### src/rtl/segalloc_pkg.sv
`default_nettype none
package segalloc_pkg;

  localparam int REQ_W     = 21;
  localparam int KIND_W    = 3;
  localparam int STATUS_W  = 3;
  localparam int ORDER_W   = 5;
  localparam int POLICY_W  = 2;
  localparam int CFG_W     = 5;
  localparam int CFG_IDX_W = 2;

  localparam logic [KIND_W-1:0] KIND_REQUEST   = 3'd0;
  localparam logic [KIND_W-1:0] KIND_RELEASE   = 3'd1;
  localparam logic [KIND_W-1:0] KIND_FIND      = 3'd2;
  localparam logic [KIND_W-1:0] KIND_LIST_FREE = 3'd3;
  localparam logic [KIND_W-1:0] KIND_LIST_USED = 3'd4;

  localparam logic [STATUS_W-1:0] STAT_OK         = 3'd0;
  localparam logic [STATUS_W-1:0] STAT_NO_FIT     = 3'd1;
  localparam logic [STATUS_W-1:0] STAT_NOT_FOUND  = 3'd2;
  localparam logic [STATUS_W-1:0] STAT_EMPTY      = 3'd3;
  localparam logic [STATUS_W-1:0] STAT_TABLE_FULL = 3'd4;

  localparam logic [POLICY_W-1:0] POL_BEST  = 2'd0;
  localparam logic [POLICY_W-1:0] POL_FIRST = 2'd1;
  localparam logic [POLICY_W-1:0] POL_NEXT  = 2'd2;
  localparam logic [POLICY_W-1:0] POL_BUDDY = 2'd3;

  localparam logic [CFG_IDX_W-1:0] REG_POLICY    = 2'd0;
  localparam logic [CFG_IDX_W-1:0] REG_MEM_ORDER = 2'd1;

  typedef enum logic [4:0] {
    S_INIT, S_IDLE, S_SCAN_RD, S_SCAN_EV, S_POST, S_HALVE, S_PLAN,
    S_SHUP_RD, S_SHUP_WR, S_FILL, S_REQ_DONE, S_RL_RDL, S_RL_RDH, S_RL_EV,
    S_RL_WR, S_SHDN_RD, S_SHDN_WR, S_RL_DONE, S_EMIT
  } ctrl_state_t;

  typedef enum logic [4:0] {
    OP_NONE, OP_INIT, OP_LOAD, OP_SCAN_RD, OP_SCAN_EV, OP_PREP, OP_HALVE,
    OP_PLAN, OP_SHUP_RD, OP_SHUP_WR, OP_FILL, OP_REQ_DONE, OP_RL_RDL,
    OP_RL_RDH, OP_RL_EV, OP_RL_WR, OP_SHDN_RD, OP_SHDN_WR, OP_RL_DONE,
    OP_EMIT_END
  } dp_op_t;

  typedef struct packed {
    dp_op_t op;
  } dp_cmd_t;

  typedef struct packed {
    logic              in_kind_ok;
    logic [KIND_W-1:0] kind;
    logic              scan_end;
    logic              ev_emit;
    logic              out_free;
    logic              fnd;
    logic              cand;
    logic              req_err;
    logic              buddy;
    logic              halve_more;
    logic              full;
    logic              shup_more;
    logic              fill_last;
    logic              merged;
    logic              shdn_more;
  } dp_stat_t;

endpackage
`default_nettype wire

### src/rtl/segalloc_ctrl.sv
`default_nettype none
module segalloc_ctrl
  import segalloc_pkg::*;
(
  input  wire logic     clk,
  input  wire logic     rst,
  input  wire logic     in_valid,
  input  wire dp_stat_t stat,
  output logic          in_stall,
  output dp_cmd_t       cmd
);

  ctrl_state_t state, state_next;

  always_ff @(posedge clk) begin
    if (rst) begin
      state <= S_INIT;
    end else begin
      state <= state_next;
    end
  end

  always_comb begin
    state_next = state;
    cmd.op     = OP_NONE;
    in_stall   = (state != S_IDLE);
    case (state)
      S_INIT: begin
        cmd.op     = OP_INIT;
        state_next = S_IDLE;
      end
      S_IDLE: begin
        if (in_valid) begin
          cmd.op     = OP_LOAD;
          state_next = stat.in_kind_ok ? S_SCAN_RD : S_IDLE;
        end
      end
      S_SCAN_RD: begin
        if (stat.scan_end) begin
          state_next = S_POST;
        end else begin
          cmd.op     = OP_SCAN_RD;
          state_next = S_SCAN_EV;
        end
      end
      S_SCAN_EV: begin
        if (!stat.ev_emit || stat.out_free) begin
          cmd.op     = OP_SCAN_EV;
          state_next = S_SCAN_RD;
        end
      end
      S_POST: begin
        cmd.op = OP_PREP;
        case (stat.kind)
          KIND_REQUEST: begin
            if (stat.req_err || !stat.cand) begin
              state_next = S_EMIT;
            end else if (stat.buddy) begin
              state_next = S_HALVE;
            end else begin
              state_next = S_PLAN;
            end
          end
          KIND_RELEASE: state_next = stat.fnd ? S_RL_RDL : S_EMIT;
          default:      state_next = S_EMIT;
        endcase
      end
      S_HALVE: begin
        if (stat.halve_more) begin
          cmd.op = OP_HALVE;
        end else begin
          state_next = S_PLAN;
        end
      end
      S_PLAN: begin
        if (stat.full) begin
          state_next = S_EMIT;
        end else begin
          cmd.op     = OP_PLAN;
          state_next = S_SHUP_RD;
        end
      end
      S_SHUP_RD: begin
        if (stat.shup_more) begin
          cmd.op     = OP_SHUP_RD;
          state_next = S_SHUP_WR;
        end else begin
          state_next = S_FILL;
        end
      end
      S_SHUP_WR: begin
        cmd.op     = OP_SHUP_WR;
        state_next = S_SHUP_RD;
      end
      S_FILL: begin
        cmd.op = OP_FILL;
        if (stat.fill_last) begin
          state_next = S_REQ_DONE;
        end
      end
      S_REQ_DONE: begin
        if (stat.out_free) begin
          cmd.op     = OP_REQ_DONE;
          state_next = S_IDLE;
        end
      end
      S_RL_RDL: begin
        cmd.op     = OP_RL_RDL;
        state_next = S_RL_RDH;
      end
      S_RL_RDH: begin
        cmd.op     = OP_RL_RDH;
        state_next = S_RL_EV;
      end
      S_RL_EV: begin
        cmd.op     = OP_RL_EV;
        state_next = stat.merged ? S_RL_RDL : S_RL_WR;
      end
      S_RL_WR: begin
        cmd.op     = OP_RL_WR;
        state_next = S_SHDN_RD;
      end
      S_SHDN_RD: begin
        if (stat.shdn_more) begin
          cmd.op     = OP_SHDN_RD;
          state_next = S_SHDN_WR;
        end else begin
          state_next = S_RL_DONE;
        end
      end
      S_SHDN_WR: begin
        cmd.op     = OP_SHDN_WR;
        state_next = S_SHDN_RD;
      end
      S_RL_DONE: begin
        if (stat.out_free) begin
          cmd.op     = OP_RL_DONE;
          state_next = S_IDLE;
        end
      end
      S_EMIT: begin
        if (stat.out_free) begin
          cmd.op     = OP_EMIT_END;
          state_next = S_IDLE;
        end
      end
      default: state_next = S_INIT;
    endcase
  end

endmodule
`default_nettype wire

### config.mk
export PLATFORM = sky130hd
export DESIGN_NAME = segalloc_ctrl
export DESIGN_NICKNAME = d
export VERILOG_FILES = /design/src/rtl/segalloc_pkg.sv /design/src/rtl/segalloc_ctrl.sv
export SDC_FILE = /design/constraint.sdc
export NUM_CORES = 1
export LEC_CHECK = 0
export CAP_MARGIN = 15
export CORE_UTILIZATION = 55
export CTS_CLUSTER_DIAMETER = 30
export DETAILED_ROUTE_END_ITERATION = 8
export DONT_BUFFER_PORTS = 1
export GPL_ROUTABILITY_DRIVEN = 0
export HOLD_SLACK_MARGIN = 0.02
export PLACE_DENSITY = 0.68
export RECOVER_POWER = 25
export SLEW_MARGIN = 20
export SYNTH_ARGS = -nofsm -noshare
export SYNTH_HDL_FRONTEND = slang
export SYNTH_SLANG_ARGS = --single-unit
### constraint.sdc
create_clock -name clk -period 4.4 [get_ports clk]
set_clock_uncertainty 0.1 [all_clocks]
set_input_delay 0 -clock clk [delete_from_list [all_inputs] [get_ports clk]]
set_output_delay 0 -clock clk [all_outputs]
set_load 0.1 [all_outputs]
==> flow_results.org <==
** Outcome
- Run status :: finished, violations left
- Violations in the final reports :: design-rule violations

** Synthesis
- The largest total area in the synthesized netlist belongs to sky130_fd_sc_hd__dfxtp_1.
- Post-synthesis cell area :: ~940 um2
- Dominant combinational cell family by area after synthesis :: compound AO/OA/AOI/OAI gates
- Most used standard cell by instance count after synthesis :: sky130_fd_sc_hd__nand2_1
- Proportion of synthesized area in mux cells :: 0.0212
- In the synthesized netlist, the number of instances is 133.
- Of the post-synthesis cell area, the dominant cell type holds 0.106.
- Of the total synthesized cell area, the portion taken by full adders, half adders and majority gates is 0.0106.
- After synthesis, the netlist uses 48 different library cells.
- Simple-gate share of the synthesized area :: 0.354
- In the synthesized netlist the dominant register cell turns out to be sky130_fd_sc_hd__dfxtp_1.
- Biggest area contributors in the synthesized netlist :: sky130_fd_sc_hd__dfxtp_1 (11%), sky130_fd_sc_hd__buf_6 (7.2%), sky130_fd_sc_hd__o21ai_0 (6.9%)
- Number of warnings printed during yosys synthesis :: 0
- In this run, synthesis produced a sequential element count of 5.
- Net count of the mapped netlist :: 153
- Post-Synthesis Mean Instance Area :: 7.10 um2
- For this run, asynchronously set or reset flops after synthesis account for 0.
- List of most frequent post-synthesis cells :: sky130_fd_sc_hd__nand2_1 (14), sky130_fd_sc_hd__o21ai_0 (13), sky130_fd_sc_hd__a21oi_1 (10)
- Xor/xnor cell area share of the yosys netlist :: 0.00927
- The post-synthesis compound-gate area fraction came to 0.363.
- The synthesized design contains 0 enable-type register cells.
- The share of the Yosys chip area taken by registers is 0.106.

** Worst hold path
- Worst hold path class :: in2reg

** Final layout
- ANT cells :: 0
- The final layout contains 150 nets.
- Ranked by flip-flop count, first place goes to state.
- Count of non-filler cells in the finished layout :: 145
- Area growth from synthesis to final layout :: 0.795%
- Largest registers :: state (5)
- At the end of the flow the core is filled with cells to 0.611.
- Max FFs per register :: 5
- Of the cells placed in the final design, the portion with a size suffix greater than 1 is 0.116.

** Critical path
- Data required time at the worst endpoint :: about 4300 ps
- Among all stages on the critical path, the largest delay is contributed by sky130_fd_sc_hd__dfxtp_1.
- The critical path is of the reg2out type.
- Together, buffers and inverters on the worst path number 1.
- Cells traversed along the worst timing path :: inv_1 > nor2_1 > a22oi_1 > or3_1 > nand4_1
- Family with the most delay on the worst path :: simple AND/OR/NAND/NOR gates
- The worst setup path is launched from a flop.
- Crit. End Element :: primary output
- Crit-path max FO :: 25
- On the worst path, the slowest cell contributes a delay of 850 ps.
- Arrival time at the worst endpoint :: 2800 ps

** Clock tree
- Cts bufs inserted :: 3
- CTS saw 5 sinks.
- Count of H-tree levels built during CTS :: 1
- After clock tree synthesis, the repair step resized 0 gates.
- Later-pin clock latency in the skew report :: 240 ps
- The longest clock path from root to sink contains 2 buffers.
- Clock tree from TritonCTS :: yes
- Post-CTS timing repair inserted 0 buffers for setup.
- Clock-pin slew was measured on the worst setup and hold paths at about 50 ps.
- In this run the clock root is driven by a sky130_fd_sc_hd__clkbuf_4.

** Floorplan
- Width of the chip :: 43.4 um
- Number of top-level pins :: 26
- Die area :: ~1900 um2
- Vertical extent of the die :: 43.4 um
- The region available for standard cell placement spans approximately 1600 um2.
- For this configuration, the core starts out at a cell density of 0.606.
- Number of standard-cell rows in the floorplan :: 14

** STA
- Max-slew violation count :: 0
- Worst slew pin tran :: 1190 ps
- Unrepaired setup endpoints after global routing :: false
- The total count of hold-check failures in the final report came to 0.
- Final period util :: 0.660
- For this run, the top clock speed supported by timing is 0.344 GHz.
- Counting I/O delays and the setup requirement, the final critical path takes 2900 ps.
- Worst hold slack across all endpoints :: 39.0 ps
- Setup violations remaining at the end of the flow were counted as 0.
- Relative max-transition margin :: 0.205
- Summed over all failing endpoints, the final setup total negative slack is 0 ps.

** Detailed routing
- Routed WL per cell :: 16.5 um
- After detailed routing, the number of remaining DRC violations is 2.
- Before antenna repair, the detailed router went through 6 iterations.
- 1st-iter DRT viols :: 43
- Dividing the detail-routed via count by the number of cells gives 6.90.
- The count of nets left with antenna violations once routing finished came out at 0.
- Post-Route WL :: 2.39 mm
- Routed via count :: about 1,000

** Global routing
- Across every metal layer, demand over resource in global routing totals 0.277.
- Wire length of the first global-routing pass :: approximately 4 mm
- Largest net degree at the start of global routing :: 28
- Initial antenna violation count :: 0
- Global routing finished with a remaining overflow of 0.
- The number of global-route vias before repair came to roughly 910.

** Place
- Placed Cells :: 137
- Count of buffers from port buffering :: 0
- Summed over all nets, the half-perimeter wirelength after detailed placement is 1.70 mm.

** Power
- Summed over all cells, the static leakage comes to about 0.00027 uW.
- Dividing total power by cell area gives a power density of about 540 nW/um2.
- IR drop worst, VDD :: 0.309 mV

** Flow run
- The tool flagged a number of max-cap violations equal to 0.
[where the power goes]
group	leakage, uW	switching, uW	internal (uW)
clock	0.0000150	20.3	34.4
combinational	0.000216	236	98.2
sequential	0.0000408	65.9	55.6
[stage by stage]
| step | power [uW] | setup slack [ps] | instance area (um2) |
|---|---|---|---|
| 4_1_cts | 510 | 1530 | 957 |
| 2_1_floorplan | 429 | 1140 | 945 |
| 6_report | 511 | 1500 | 952 |
| 3_3_place_gp | 448 | 1820 | 891 |
| 3_5_place_dp | 451 | 1790 | 891 |
| 5_1_grt | 542 | 1340 | 952 |
[routing by layer]
metal	GRT usage	wire [um]	up-vias
met5	0	0	-
met2	0.473	1160	47
met3	0.0417	159	0
li1	-	-	497
met4	0.0375	0	0
met1	0.378	1070	456
[worst register-to-register path: cells and delay by family, from the launching register on]
kind	cells	cell delay [ps]
flip-flops	1	880
AND/OR/NAND/NOR	2	500
AO/OA/AOI/OAI	3	740
[layout make-up]
cell class                 count  area [um2]
clock buffer                   4        26.3
fill                         153         607
inverter                       5        18.8
multi-input combinational    110         722
sequential                     5         100
tap                           16        20.0
timing repair buffer           5        65.1
[cell usage in the layout (no fill, tap or decap), types with 2 or more instances in the layout]
master	n
sky130_fd_sc_hd__inv_1	5
sky130_fd_sc_hd__nor4bb_1	2
sky130_fd_sc_hd__nand2_1	14
sky130_fd_sc_hd__nor2b_1	2
sky130_fd_sc_hd__dfxtp_1	5
sky130_fd_sc_hd__nor2_2	2
sky130_fd_sc_hd__a31oi_1	2
sky130_fd_sc_hd__o211ai_1	3
sky130_fd_sc_hd__o21ai_0	11
sky130_fd_sc_hd__or3_1	3
sky130_fd_sc_hd__o311ai_1	2
sky130_fd_sc_hd__dlygate4sd3_1	4
sky130_fd_sc_hd__a21boi_0	2
sky130_fd_sc_hd__and2_1	2
sky130_fd_sc_hd__a21oi_1	9
sky130_fd_sc_hd__clkbuf_4	3
sky130_fd_sc_hd__a21oi_2	2
sky130_fd_sc_hd__nor2_1	8
sky130_fd_sc_hd__mux2i_1	2
sky130_fd_sc_hd__nor3_1	2
sky130_fd_sc_hd__nand4_1	6
sky130_fd_sc_hd__nand2b_1	2
sky130_fd_sc_hd__nor3b_1	2
sky130_fd_sc_hd__nand3_1	4
sky130_fd_sc_hd__a22oi_1	3
sky130_fd_sc_hd__nor4b_1	2
sky130_fd_sc_hd__and3b_1	2
sky130_fd_sc_hd__o21ai_2	2
[cell families after synthesis]
| family | count (synthesis) |
|---|---|
| multiplexers | 2 |
| XOR/XNOR | 1 |
| flip-flops | 5 |
| buffers and inverters | 18 |
| adder cells (fa/ha/maj) | 1 |
| AO/OA/AOI/OAI | 49 |
| AND/OR/NAND/NOR | 57 |
[what timing repair did]
action                                  4_1_cts  5_1_grt
endpoints found under the setup margin        0        0
hold buffers                                  4        0
endpoints found under the hold margin         5        0
[worst paths after layout]
kind / startpoint / endpoint / slack (ps) / cells past startpoint
max: state[3] / cmd[1] / 1500 / 5
min reg2reg: state[0] / state[0] / 750 / 2
min: stat[15] / state[4] / 40 / 4
max reg2reg: state[1] / state[4] / 2110 / 5
Power figures use the tool's default switching activity.
